**src/rtl/core/crpd_pkg.sv**
```systemverilog
// ----------------------------------------------------------------------------
// crpd_pkg
// Shared types and constants of the response packet decoder: characters,
// record kinds and the record that travels from parser to output stage.
// ----------------------------------------------------------------------------
package crpd_pkg;

    // Characters of the control protocol
    localparam logic [7:0] CH_SEMI  = 8'h3B;  // ';'
    localparam logic [7:0] CH_ZERO  = 8'h30;  // '0'
    localparam logic [7:0] CH_ONE   = 8'h31;  // '1'
    localparam logic [7:0] CH_EIGHT = 8'h38;  // '8'
    localparam logic [7:0] CH_NINE  = 8'h39;  // '9'
    localparam logic [7:0] CH_A     = 8'h41;
    localparam logic [7:0] CH_B     = 8'h42;
    localparam logic [7:0] CH_D     = 8'h44;
    localparam logic [7:0] CH_F     = 8'h46;
    localparam logic [7:0] CH_M     = 8'h4D;
    localparam logic [7:0] CH_R     = 8'h52;
    localparam logic [7:0] CH_T     = 8'h54;
    localparam logic [7:0] CH_X     = 8'h58;

    // Field widths
    localparam int ID_W    = 4;
    localparam int VALUE_W = 30;
    localparam int METER_W = 20;  // holds six decimal digits

    // Field ids
    localparam logic [ID_W-1:0] ID_FREQ_MAIN = 4'd0;
    localparam logic [ID_W-1:0] ID_MODE_MAIN = 4'd2;
    localparam logic [ID_W-1:0] ID_TX        = 4'd4;
    localparam logic [ID_W-1:0] ID_METER_1   = 4'd5;
    localparam logic [ID_W-1:0] ID_LAST      = 4'd12;

    localparam logic [VALUE_W-1:0] METER_MAX = 30'd255;

    // Record queue between parser and output stage
    localparam int QUEUE_DEPTH = 4;
    localparam int QPTR_W      = 2;
    localparam int QLVL_W      = 3;

    typedef enum logic [1:0] {
        K_FREQ,
        K_MODE,
        K_TX,
        K_METER
    } t_kind;

    typedef struct packed {
        t_kind              kind;
        logic [2:0]         sel;    // side, vfo or meter index
        logic [VALUE_W-1:0] value;
    } t_rec;

    // Queue status seen by both sides
    typedef struct packed {
        logic full;
        logic empty;
    } t_qstat;

    function automatic logic is_digit(input logic [7:0] c);
        is_digit = (c >= CH_ZERO) && (c <= CH_NINE);
    endfunction

endpackage

```
**src/rtl/core/crpd_front.sv**
```systemverilog
// ----------------------------------------------------------------------------
// crpd_front
// Byte parser: tracks the position in the packet, captures the command bytes,
// folds digit runs as they arrive and classifies the packet on ';'.
// ----------------------------------------------------------------------------
module crpd_front
    import crpd_pkg::*;
#(
    parameter int BUF_BYTES = 16
) (
    input  logic       i_clk,
    input  logic       i_rst_n,
    input  logic       i_accept,
    input  logic [7:0] i_rx_byte,
    output logic       o_rec_push,
    output t_rec       o_rec
);

    localparam int CNT_W = $clog2(BUF_BYTES + 1);

    logic [CNT_W-1:0]   r_count, n_count;
    logic [7:0]         r_c0, r_c1, r_c2, r_c3;
    logic [VALUE_W-1:0] r_freq, n_freq;
    logic               r_frun, n_frun, r_fany, n_fany;
    logic [METER_W-1:0] r_meter, n_meter;
    logic               r_mrun, n_mrun, r_many, n_many;

    logic       is_term;
    logic       dig;
    logic [3:0] dval;
    logic       in_freq, in_meter;
    logic       ok_len2, ok_len4, ok_len8, ok_len10;
    logic       hit_fa, hit_md, hit_tx, hit_rm;

    assign is_term = (i_rx_byte == CH_SEMI);
    assign dig     = is_digit(i_rx_byte);
    assign dval    = i_rx_byte[3:0];

    // Number fields: frequency at bytes 2..10, meter at bytes 3..8
    assign in_freq  = (r_count >= CNT_W'(2)) && (r_count <= CNT_W'(10));
    assign in_meter = (r_count >= CNT_W'(3)) && (r_count <= CNT_W'(8));

    // Advance count and fold digits
    always_comb begin
        n_count = r_count;
        n_freq  = r_freq;
        n_frun  = r_frun;
        n_fany  = r_fany;
        n_meter = r_meter;
        n_mrun  = r_mrun;
        n_many  = r_many;
        if (i_accept) begin
            if (is_term) begin
                n_count = '0;
                n_freq  = '0;
                n_frun  = 1'b1;
                n_fany  = 1'b0;
                n_meter = '0;
                n_mrun  = 1'b1;
                n_many  = 1'b0;
            end else begin
                if (r_count < CNT_W'(BUF_BYTES)) begin
                    n_count = r_count + CNT_W'(1);
                end
                if (in_freq && r_frun) begin
                    if (dig) begin
                        n_freq = (r_freq << 3) + (r_freq << 1) + VALUE_W'(dval);
                        n_fany = 1'b1;
                    end else begin
                        n_frun = 1'b0;
                    end
                end
                if (in_meter && r_mrun) begin
                    if (dig) begin
                        n_meter = (r_meter << 3) + (r_meter << 1) + METER_W'(dval);
                        n_many  = 1'b1;
                    end else begin
                        n_mrun = 1'b0;
                    end
                end
            end
        end
    end

    // Hold control state
    always_ff @(posedge i_clk) begin
        if (!i_rst_n) begin
            r_count <= '0;
            r_frun  <= 1'b1;
            r_fany  <= 1'b0;
            r_mrun  <= 1'b1;
            r_many  <= 1'b0;
            r_freq  <= '0;
            r_meter <= '0;
        end else begin
            r_count <= n_count;
            r_frun  <= n_frun;
            r_fany  <= n_fany;
            r_mrun  <= n_mrun;
            r_many  <= n_many;
            r_freq  <= n_freq;
            r_meter <= n_meter;
        end
    end

    // Capture command bytes
    always_ff @(posedge i_clk) begin
        if (i_accept && !is_term) begin
            if (r_count == CNT_W'(0)) r_c0 <= i_rx_byte;
            if (r_count == CNT_W'(1)) r_c1 <= i_rx_byte;
            if (r_count == CNT_W'(2)) r_c2 <= i_rx_byte;
            if (r_count == CNT_W'(3)) r_c3 <= i_rx_byte;
        end
    end

    // Classify the packet on its terminator
    assign ok_len2  = (r_count >= CNT_W'(2));
    assign ok_len4  = (r_count >= CNT_W'(4));
    assign ok_len8  = (r_count >= CNT_W'(8));
    assign ok_len10 = (r_count >= CNT_W'(10));

    assign hit_fa = (r_c0 == CH_F) && ((r_c1 == CH_A) || (r_c1 == CH_B))
                    && ok_len10 && r_fany;
    assign hit_md = (r_c0 == CH_M) && (r_c1 == CH_D) && ok_len4 && is_digit(r_c3);
    assign hit_tx = (r_c0 == CH_T) && (r_c1 == CH_X);
    assign hit_rm = (r_c0 == CH_R) && (r_c1 == CH_M) && ok_len8 && r_many
                    && (r_c2 >= CH_ONE) && (r_c2 <= CH_EIGHT);

    always_comb begin
        o_rec = '{kind: K_TX, sel: 3'd0, value: '0};
        if (hit_fa) begin
            o_rec.kind  = K_FREQ;
            o_rec.sel   = {2'b00, r_c1 == CH_B};
            o_rec.value = r_freq;
        end else if (hit_md) begin
            o_rec.kind  = K_MODE;
            o_rec.sel   = {2'b00, r_c2 == CH_ONE};
            o_rec.value = VALUE_W'(r_c3[3:0]);
        end else if (hit_rm) begin
            o_rec.kind  = K_METER;
            o_rec.sel   = r_c2[2:0] - 3'd1;
            o_rec.value = VALUE_W'(r_meter);
        end else begin
            // ';' in the flag position reads as zero
            o_rec.value = VALUE_W'((r_count >= CNT_W'(3)) && (r_c2 == CH_ONE));
        end
    end

    assign o_rec_push = i_accept && is_term && ok_len2
                        && (hit_fa || hit_md || hit_tx || hit_rm);

`ifndef SYNTHESIS
    a_count_bound : assert property (@(posedge i_clk) disable iff (!i_rst_n)
        r_count <= CNT_W'(BUF_BYTES))
        else $error("packet count beyond buffer size");

    a_term_clears : assert property (@(posedge i_clk) disable iff (!i_rst_n)
        (i_accept && is_term) |=> (r_count == '0) && r_frun && r_mrun)
        else $error("terminator did not restart the packet");

    a_short_silent : assert property (@(posedge i_clk) disable iff (!i_rst_n)
        (r_count < CNT_W'(2)) |-> !o_rec_push)
        else $error("record from a short packet");
`endif

endmodule

```
**src/rtl/core/crpd_fifo.sv**
```systemverilog
// ----------------------------------------------------------------------------
// crpd_fifo
// Short record queue that decouples the parser from the output stage.
// ----------------------------------------------------------------------------
module crpd_fifo
    import crpd_pkg::*;
(
    input  logic   i_clk,
    input  logic   i_rst_n,
    input  logic   i_push,
    input  t_rec   i_rec,
    input  logic   i_pop,
    output t_rec   o_rec,
    output t_qstat o_stat
);

    t_rec              r_mem [QUEUE_DEPTH];
    logic [QPTR_W-1:0] r_wptr, r_rptr;
    logic [QLVL_W-1:0] r_level, n_level;
    logic              do_push, do_pop;

    assign o_stat.full  = (r_level == QLVL_W'(QUEUE_DEPTH));
    assign o_stat.empty = (r_level == '0);
    assign do_push      = i_push && !o_stat.full;
    assign do_pop       = i_pop && !o_stat.empty;
    assign o_rec        = r_mem[r_rptr];

    always_comb begin
        n_level = r_level;
        case ({do_push, do_pop})
            2'b10:   n_level = r_level + QLVL_W'(1);
            2'b01:   n_level = r_level - QLVL_W'(1);
            default: n_level = r_level;
        endcase
    end

    // Advance pointers and level
    always_ff @(posedge i_clk) begin
        if (!i_rst_n) begin
            r_wptr  <= '0;
            r_rptr  <= '0;
            r_level <= '0;
        end else begin
            if (do_push) r_wptr <= r_wptr + QPTR_W'(1);
            if (do_pop)  r_rptr <= r_rptr + QPTR_W'(1);
            r_level <= n_level;
        end
    end

    // Store records
    always_ff @(posedge i_clk) begin
        if (do_push) begin
            r_mem[r_wptr] <= i_rec;
        end
    end

`ifndef SYNTHESIS
    a_level_bound : assert property (@(posedge i_clk) disable iff (!i_rst_n)
        r_level <= QLVL_W'(QUEUE_DEPTH))
        else $error("queue level beyond depth");

    a_ptr_level : assert property (@(posedge i_clk) disable iff (!i_rst_n)
        (r_wptr - r_rptr) == r_level[QPTR_W-1:0])
        else $error("queue pointers disagree with level");
`endif

endmodule

```
**src/rtl/core/crpd_back.sv**
```systemverilog
// ----------------------------------------------------------------------------
// crpd_back
// Output stage: pulls records from the queue, forms id and value, clamps
// meter readings and holds the result until it is transferred.
// ----------------------------------------------------------------------------
module crpd_back
    import crpd_pkg::*;
(
    input  logic               i_clk,
    input  logic               i_rst_n,
    input  t_rec               i_rec,
    input  t_qstat             i_qstat,
    output logic               o_qpop,
    input  logic               i_pop,
    output logic               o_empty,
    output logic [ID_W-1:0]    o_field_id,
    output logic [VALUE_W-1:0] o_field_value
);

    logic               r_valid;
    logic [ID_W-1:0]    r_id, n_id;
    logic [VALUE_W-1:0] r_value, n_value;

    // Refill when the output register is free or being transferred
    assign o_qpop = !i_qstat.empty && (!r_valid || i_pop);

    always_comb begin
        n_id    = ID_TX;
        n_value = i_rec.value;
        unique case (i_rec.kind)
            K_FREQ:  n_id = ID_FREQ_MAIN + ID_W'(i_rec.sel[0]);
            K_MODE:  n_id = ID_MODE_MAIN + ID_W'(i_rec.sel[0]);
            K_TX:    n_id = ID_TX;
            K_METER: begin
                n_id    = ID_METER_1 + ID_W'(i_rec.sel);
                n_value = (i_rec.value > METER_MAX) ? METER_MAX : i_rec.value;
            end
            default: n_id = ID_TX;
        endcase
    end

    // Hold valid flag
    always_ff @(posedge i_clk) begin
        if (!i_rst_n) begin
            r_valid <= 1'b0;
        end else if (o_qpop) begin
            r_valid <= 1'b1;
        end else if (i_pop) begin
            r_valid <= 1'b0;
        end
    end

    // Load result
    always_ff @(posedge i_clk) begin
        if (o_qpop) begin
            r_id    <= n_id;
            r_value <= n_value;
        end
    end

    assign o_empty       = !r_valid;
    assign o_field_id    = r_id;
    assign o_field_value = r_value;

`ifndef SYNTHESIS
    a_id_range : assert property (@(posedge i_clk) disable iff (!i_rst_n)
        r_valid |-> (r_id <= ID_LAST))
        else $error("field id out of range");

    a_meter_clamp : assert property (@(posedge i_clk) disable iff (!i_rst_n)
        (r_valid && (r_id >= ID_METER_1)) |-> (r_value <= METER_MAX))
        else $error("meter value not clamped");

    a_refill : assert property (@(posedge i_clk) disable iff (!i_rst_n)
        (!r_valid && !i_qstat.empty) |=> r_valid)
        else $error("output stage idle while records wait");
`endif

endmodule

```
**src/rtl/core/cat_response_packet_decoder.sv**
```systemverilog
// A result passes the record queue and output register to the output ports
// after the ';' transfer that ends its packet; bytes before the ';' give no result.
// Throughput: one byte per cycle unless the queue is full; digits fold into accumulators as they arrive.
// A four-record queue between parser and output register absorbs pop stalls.
// Reset (synchronous, active low) clears the packet count, queue and output.
// ----------------------------------------------------------------------------
// cat_response_packet_decoder
// Decodes ';'-terminated ASCII responses of a transceiver control link into
// field update records (frequency, mode, transmit flag, meters).
// ----------------------------------------------------------------------------
module cat_response_packet_decoder
    import crpd_pkg::*;
#(
    parameter int BUF_BYTES = 16
) (
    input  logic               i_clk,
    input  logic               i_rst_n,
    input  logic               push,
    output logic               full,
    input  logic [7:0]         i_rx_byte,
    output logic               empty,
    input  logic               pop,
    output logic [ID_W-1:0]    o_field_id,
    output logic [VALUE_W-1:0] o_field_value
);

    logic   accept;
    logic   rec_push;
    t_rec   rec_in, rec_out;
    logic   qpop;
    t_qstat qstat;

    assign full   = qstat.full;
    assign accept = push && !full;

    // Parse and classify bytes
    crpd_front #(
        .BUF_BYTES (BUF_BYTES)
    ) u_front (
        .i_clk      (i_clk),
        .i_rst_n    (i_rst_n),
        .i_accept   (accept),
        .i_rx_byte  (i_rx_byte),
        .o_rec_push (rec_push),
        .o_rec      (rec_in)
    );

    // Queue records
    crpd_fifo u_fifo (
        .i_clk   (i_clk),
        .i_rst_n (i_rst_n),
        .i_push  (rec_push),
        .i_rec   (rec_in),
        .i_pop   (qpop),
        .o_rec   (rec_out),
        .o_stat  (qstat)
    );

    // Form and hold results
    crpd_back u_back (
        .i_clk         (i_clk),
        .i_rst_n       (i_rst_n),
        .i_rec         (rec_out),
        .i_qstat       (qstat),
        .o_qpop        (qpop),
        .i_pop         (pop),
        .o_empty       (empty),
        .o_field_id    (o_field_id),
        .o_field_value (o_field_value)
    );

endmodule

```
**config.mk**
```make
export PLATFORM = sky130hd
export DESIGN_NAME = cat_response_packet_decoder
export DESIGN_NICKNAME = d
export VERILOG_FILES = /design/src/rtl/core/crpd_pkg.sv /design/src/rtl/core/crpd_front.sv /design/src/rtl/core/crpd_fifo.sv /design/src/rtl/core/crpd_back.sv /design/src/rtl/core/cat_response_packet_decoder.sv
export SDC_FILE = /design/constraint.sdc
export NUM_CORES = 1
export LEC_CHECK = 0
export BUFFER_PORTS_ARGS = -buffer_cell sky130_fd_sc_hd__buf_2
export CAP_MARGIN = 40
export CORE_ASPECT_RATIO = 0.75
export CORE_MARGIN = 2
export CORE_UTILIZATION = 45
export DETAILED_ROUTE_END_ITERATION = 12
export PLACE_DENSITY_LB_ADDON = 0.05
export SYNTH_ARGS = -nofsm -noshare
export SYNTH_HDL_FRONTEND = slang
export SYNTH_SLANG_ARGS = --single-unit
```
**constraint.sdc**
```tcl
create_clock -name i_clk -period 6.85 [get_ports i_clk]
set_input_delay 0.3425 -clock i_clk [delete_from_list [all_inputs] [get_ports i_clk]]
set_output_delay 0.3425 -clock i_clk [all_outputs]
set_load 0.02 [all_outputs]
```
== Word level (Yosys, flattened, before mapping) ==
Memories as Yosys holds them, arrays and structs flattened. A register that Yosys moved wholly into a read port is not among the register bits.
Cells that the tools add are included.

* Bits in writable memories: 140
* Word-level logic and storage cells: 152
* Memories: 1
* Input bits: 12
* Register bits: 133
* Output and inout bits: 36

{| class="wikitable"
|+ Memory list
! memory !! words !! width !! rd ports !! clocked after Yosys merged registers in !! write ports !! RTL line !! text
|-
| u_fifo.r_mem || 4 || 35 || 1 || 1 || 1 || crpd_fifo.sv:17 || <nowiki>t_rec r_mem [QUEUE_DEPTH];</nowiki>
|}

* Order comparisons: 15
* Muxes and demuxes: 32
* Add/sub/neg operators: 12
* Equality and inequality tests: 21
* Reduce and logical (&&, ||, !) cells: 54

{| class="wikitable"
|+ Operators with widths
! kind !! count
|-
| $mux 30 || 5
|-
| $mux 20 || 4
|-
| $eq 8x7->1 const B || 9
|-
| $mux 35 || 2
|-
| $add 30x30->30 || 1
|-
| $add 30x4->30 || 1
|-
| $gt 30x8->1 const B || 1
|-
| $logic_and 1x1->1 || 27
|-
| $ge 8x6->1 const B || 3
|-
| $le 8x6->1 const B || 3
|-
| $add 20x20->20 || 1
|-
| $add 20x4->20 || 1
|-
| $eq 8x6->1 const B || 2
|-
| $pmux 4 s4 || 1
|-
| $mux 1 || 14
|-
| $reduce_and 3->1 || 4
|-
| $reduce_bool 2->1 || 6
|-
| $eq 5x2->1 const B || 2
|-
| $ge 5x2->1 const B || 2
|-
| $ge 5x4->1 const B || 2
|-
| $le 5x4->1 const B || 2
|-
| $mux 5 || 2
|-
| $reduce_and 2->1 || 5
|-
| $eq 2x2->1 const B || 3
|-
| other kinds (20) || 31
|}

== Depth between registers and ports, before layout ==
* Word-level depth: 12
* Depth in mapped cells: 15
* Depth with buffers taken out: 15

== By module ==
From an unflattened synthesis, not the netlist that was laid out.

* Cell total of the unflattened synthesis: 1074
* Area, all modules: 13780.7 um2

{| class="wikitable"
|+ Modules (own cells, without submodules)
! module !! cells each !! instances !! sequential area each (um2) !! area an instance (um2)
|-
| crpd_front || 728 || 1 || 2142.1 || 6681.4
|-
| crpd_fifo || 237 || 1 || 4384.2 || 5577.8
|-
| crpd_back || 108 || 1 || 1041.0 || 1507.7
|-
| cat_response_packet_decoder || 1 || 1 || 0.0 || 13.8
|}

== Worst setup path before layout ==
OpenSTA, ideal clock, no wires.

* Kind: reg2reg
* Start: register u_fifo.r_level[0]
* End: register u_fifo.r_level[2]
* Library setup time: 70 ps
* Buffers on the path: 0
* Setup slack: 3101 ps
* Data required time: 6780 ps
* Data arrival time: 3678 ps
* Stages on the path, launching flop included: 9
* Clock period less this slack: 3749 ps
* Cells stage by stage: dfxtp_1 > nor3_1 > a21oi_1 > ha_1 > inv_1 > fa_1 > xor2_1 > or3_1 > a21oi_1

* Elaborated cells on any way between the ends: 17
* Classes of those cells: add/sub (2); eq/ne (3); mux (1); reduce/logical (11)

{| class="wikitable"
|+ RTL lines
! what !! RTL line !! text
|-
| from (decl) || crpd_fifo.sv:19 || <nowiki>logic [QLVL_W-1:0] r_level, n_level;</nowiki>
|-
| from (signal assigned) || crpd_fifo.sv:46 || <nowiki>r_level <= n_level;</nowiki>
|-
| $logic_not 3->1 (*) || crpd_fifo.sv:23 || <nowiki>assign o_stat.empty = (r_level == '0);</nowiki>
|-
| $logic_not 1->1 (*) || crpd_back.sv:25 || <nowiki>assign o_qpop = !i_qstat.empty && (!r_valid || i_pop);</nowiki>
|-
| $logic_and 1x1->1 (*) || crpd_back.sv:25 ||
|-
| via qpop || cat_response_packet_decoder.sv:30 || <nowiki>logic qpop;</nowiki>
|-
| $logic_and 1x1->1 (*) || crpd_fifo.sv:25 || <nowiki>assign do_pop = i_pop && !o_stat.empty;</nowiki>
|-
| $eq 2x1->1 / $eq 2x2->1 (equally long branches) || crpd_fifo.sv:30 || <nowiki>case ({do_push, do_pop})</nowiki>
|-
| $pmux 3 s2 / $reduce_bool 2->1 (equally long branches) || n/a ||
|}

The timed path passes the listed nets; every way through them passes the cells marked *.
A chain may end at the register's enable or synchronous reset.

== Worst setup path in the final report ==
* Start: register u_front.r_c0[0]
* End: memory u_fifo.r_mem[0][23] in the netlist's numbering (enable)

* Word-level cells in the longest chain between the ends: 11
* Elaborated cells on any way between the ends: 23
* Classes of those cells: eq/ne (4); mux (2); reduce/logical (17)

{| class="wikitable"
|+ RTL lines
! what !! RTL line !! text
|-
| from (decl) || crpd_front.sv:22 || <nowiki>logic [7:0] r_c0, r_c1, r_c2, r_c3;</nowiki>
|-
| from (signal assigned) || crpd_front.sv:109 || <nowiki>if (r_count == CNT_W'(0)) r_c0 <= i_rx_byte;</nowiki>
|-
| $eq 8x7->1 (on tied branches) || crpd_front.sv:122, crpd_front.sv:124, crpd_front.sv:126 ||
|-
| $logic_and 1x1->1 (on tied branches) || crpd_front.sv:122, crpd_front.sv:124, crpd_front.sv:126 ||
|-
| $logic_and 1x1->1 (on tied branches) (2 in series) || crpd_front.sv:123, crpd_front.sv:124, crpd_front.sv:126 ||
|-
| $logic_or 1x1->1 / $logic_and 1x1->1 (equally long branches) (2 in series) || crpd_front.sv:150, crpd_front.sv:127 ||
|-
| $logic_or 1x1->1 (*) || crpd_front.sv:150 || <nowiki>&& (hit_fa || hit_md || hit_tx || hit_rm);</nowiki>
|-
| $logic_and 1x1->1 (*) || crpd_front.sv:150 ||
|-
| $logic_and 1x1->1 (*) || crpd_fifo.sv:24 || <nowiki>assign do_push = i_push && !o_stat.full;</nowiki>
|-
| $mux 1 (*) || crpd_fifo.sv:52 || <nowiki>if (do_push) begin</nowiki>
|-
| $mux 1 (implied by the code) (*) || crpd_fifo.sv:53 || <nowiki>r_mem[r_wptr] <= i_rec;</nowiki>
|-
| to (decl) || crpd_fifo.sv:17 ||
|}

Every way passes the cells marked *; elsewhere a longest branch is shown, timed or not.

==> flow_summary.ini <==
[drt]
dr.max_layer_used = met4
wl_met3_um = 1720
routed_wire_length_per_instance_um = 19.5
first_iter_violations = 685
detailroute.via_count = 8510
final_antenna_net_count = 0
number_of_search_and_repair_iterations_in_the_first_detailed_routing_pass = 5
detail_route.wirelength_um = 30100
routed_via_density = 5.53
route.detailed.drc = 0
met1_length_um = 16400
met2_length_um = 11600

[finish]
layout-area-overhead-vs-synth_pct = 12.2
num_antenna_cells = 0
number_of_filler_cells_placed_in_the_layout = 2587
ff_latch_area_um2 = 7570
multiInputGateArea_um2 = 5630
finish.net_count = 1244
postLayoutCellArea_um2 = 15200
drive_above_1_share = 0.133

[worst_setup_path]
setup.worst_path.end_class = flop
critPathArrivalTime_ns = 3.76
crit_required_ns = 7.08
crit_fanout = 22
cp-start-kind = flop
worst_r2r_path_depth = 8
timing_worst_setup_path_type = reg -> reg

[place]
dpl-instance-area_um2 = 14200
dpl_worst_slack_ns = 3.28
place_congestion = 0.797
port-buffer-count = 47
dp.final_hpwl_um = 21200

[clocking]
cts.htree.levels = 1
cts-root-to-sink-buffers = 3
cts.root.buffer_cell = sky130_fd_sc_hd__clkbuf_16
cts.hold.buffers_added = 0
clk_transition_reported_paths_ns = 0.06
cts_made_buffers = 28
post_cts_resize_count = 0
clock_latency_ns = 0.56
tritoncts = done
cts_setup_buffers = 0
clock_sinks = 275

[timing]
finalWorstPathRequiredPeriod_ns = 3.53
skew_ns = 0.0133
layout_worst_path_cycle_share = 0.515
postLayoutSetupSlackWorst_ns = 3.32
slew_violations = 0
finalHoldViolations = 0
timing_worst_slew_pin_value_ns = 0.850
max_clock_freq_mhz = 283
setup_tns_ns = 0
slew-limit-headroom = 0.432
setup_violations = 0
grt_setup_unrepaired = no

[die]
design.portCount = 48
die_x_um = 204
design.core.area_um2 = 29300
die_y_um = 154
die_area_um2 = 31400
placementRows = 54
start_util = 0.461

[synth]
synth_enable_flop_cells = 206
yosysUniqueCellTypes = 66
synth_area_per_cell_um2 = 12.6
register_bit_count_reported_by_yosys = 275
synth_cells = 1072
post_syn_nets = 1190
yosys_warnings = 0
ys_async_sr_fraction = 0
synth_flop_cell = sky130_fd_sc_hd__edfxtp_1
post_synth_instance_area_um2 = 13500
sequential_area_share_after_synthesis = 0.560

[grt]
grt_pass1_wl_um = 48600
number_of_global_route_vias_before_repair = 8472
grt_usage = 0.198
grt_max_degree = 40
grt_overflow_total = 0
antenna_found_initial = 0

[power_and_ir_drop]
p_leak_nw = 5.77
peakVddDrop_mv = 0.174
pwr_density_cell_nw_per_um2 = 275

[worst_hold_path]
hold_path.class = in -> reg
worstHoldPathCells = 1

[outcome]
run_status = finished clean

[run]
timing.max_cap.violations = 0
## power by group
part	total [W]	switching (W)	internal [W]
clock	0.00158	0.000640	0.000940
sequential	0.00200	0.0000561	0.00195
combinational	0.000582	0.000381	0.000202
total	0.00416	0.00108	0.00309
## placed cells by master (no fill, tap or decap), drive strengths merged, types with 7 or more instances in the layout
master	instances
edfxtp	206
ha	101
nand2	70
dfxtp	69
nor2	68
buf	62
a21oi	61
o21ai	48
inv	41
and2	39
mux4	35
clkbuf	31
nand3	28
xnor2	26
xor2	20
nor3	20
a22o	16
nor2b	14
clkinv	13
a22oi	11
nand4	11
or2	11
nand2b	10
o21a	9
a21o	9
a31oi	9
a211oi	8
o211ai	7
nor4	7
## critical path, cell delays in order, from the launching register on
cell and delay (ns):
sky130_fd_sc_hd__edfxtp_1 0.40, sky130_fd_sc_hd__or4b_1 0.55, sky130_fd_sc_hd__nor4_2 0.29, sky130_fd_sc_hd__nand4_2 0.21
sky130_fd_sc_hd__a21oi_2 0.24, sky130_fd_sc_hd__nor2_1 0.10, sky130_fd_sc_hd__nor3_4 0.32, sky130_fd_sc_hd__and2_1 0.65
sky130_fd_sc_hd__buf_4 0.44
## logic make-up after synthesis
family	share of synthesized area
buffers and inverters	0.0242
and+or+nand+nor	0.117
xor gates and xnor gates	0.0298
AOI/OAI and AO/OA	0.107
DFF	0.560
muxes	0.0613
adders and majority gates	0.101
## flip-flops by register name, indices dropped and copies added, names as in the netlist, 2 cells and up, named ones only
signal / cells
u_fifo.r_mem: 140
u_front.r_meter: 20
u_fifo.r_wptr: 2
u_front.r_c3: 8
u_front.r_count: 5
u_back.o_field_id: 4
u_front.r_c0: 8
u_fifo.r_rptr: 2
u_fifo.r_level: 3
u_front.r_c1: 8
u_back.o_field_value: 30
u_front.r_c2: 8
u_front.r_freq: 30
## metal layers
layer | vias to the layer above | track usage
li1 | 4171 | -
met1 | 4114 | 0.331
met2 | 195 | 0.266
met3 | 30 | 0.0356
met4 | 0 | 0.0321
met5 | - | 0
## Yosys cell counts (5+ instances only)
library cell	n	share of area
sky130_fd_sc_hd__a211oi_1	8	0.0044
sky130_fd_sc_hd__a21o_1	9	0.0050
sky130_fd_sc_hd__a21oi_1	60	0.022
sky130_fd_sc_hd__a22o_1	16	0.010
sky130_fd_sc_hd__a22oi_1	11	0.0061
sky130_fd_sc_hd__a31oi_1	9	0.0042
sky130_fd_sc_hd__and2_1	38	0.018
sky130_fd_sc_hd__buf_2	6	0.0022
sky130_fd_sc_hd__clkbuf_1	27	0.0075
sky130_fd_sc_hd__dfxtp_1	69	0.10
sky130_fd_sc_hd__edfxtp_1	206	0.46
sky130_fd_sc_hd__fa_1	5	0.0074
sky130_fd_sc_hd__ha_1	101	0.094
sky130_fd_sc_hd__inv_1	41	0.011
sky130_fd_sc_hd__mux4_2	35	0.058
sky130_fd_sc_hd__nand2_1	70	0.019
sky130_fd_sc_hd__nand2b_1	10	0.0046
sky130_fd_sc_hd__nand3_1	28	0.010
sky130_fd_sc_hd__nand4_1	10	0.0046
sky130_fd_sc_hd__nor2_1	68	0.019
sky130_fd_sc_hd__nor2b_1	14	0.0065
sky130_fd_sc_hd__nor3_1	19	0.0070
sky130_fd_sc_hd__nor4_1	5	0.0023
sky130_fd_sc_hd__o211ai_1	7	0.0039
sky130_fd_sc_hd__o21a_1	9	0.0050
sky130_fd_sc_hd__o21ai_0	47	0.017
sky130_fd_sc_hd__o21bai_1	5	0.0028
sky130_fd_sc_hd__o31ai_1	5	0.0028
sky130_fd_sc_hd__or2_1	8	0.0037
sky130_fd_sc_hd__or3_1	5	0.0023
sky130_fd_sc_hd__xnor2_1	26	0.017
sky130_fd_sc_hd__xor2_1	20	0.013
## per-stage QoR
stage / hold WS, ns / utilization / total power, W / std cells
finish: 0.0302 / 0.517 / 0.00416 / 1540
global route: 0.0225 / 0.517 / 0.00435 / 1540
CTS: 0.00560 / 0.517 / 0.00421 / 1540
detailed placement: 0.470 / 0.484 / 0.00263 / 1488
global placement: 0.476 / 0.483 / 0.00263 / 1486
floorplan: 0.441 / - / 0.00244 / 1072
## layout make-up
class / instances / area share
well taps: 392 / 0.0324
multi-input cells: 718 / 0.371
clock inverters: 21 / 0.0166
repair buffers: 62 / 0.0230
clock buffers: 31 / 0.0470
inverters: 41 / 0.0102
flip-flops and latches: 275 / 0.500
## final timing paths
path	from	endpoint	slack, ns
setup / recovery	u_front.r_c0[0]	u_fifo.r_mem[0][23]	3.32
hold / removal	i_rx_byte[4]	u_front.r_c2[4]	0.03
setup reg to reg	u_front.r_c0[0]	u_fifo.r_mem[0][23]	3.32
hold reg to reg	u_front.r_meter[17]	u_front.r_meter[17]	0.48
Note: power is estimated with default switching activity, not from simulation.
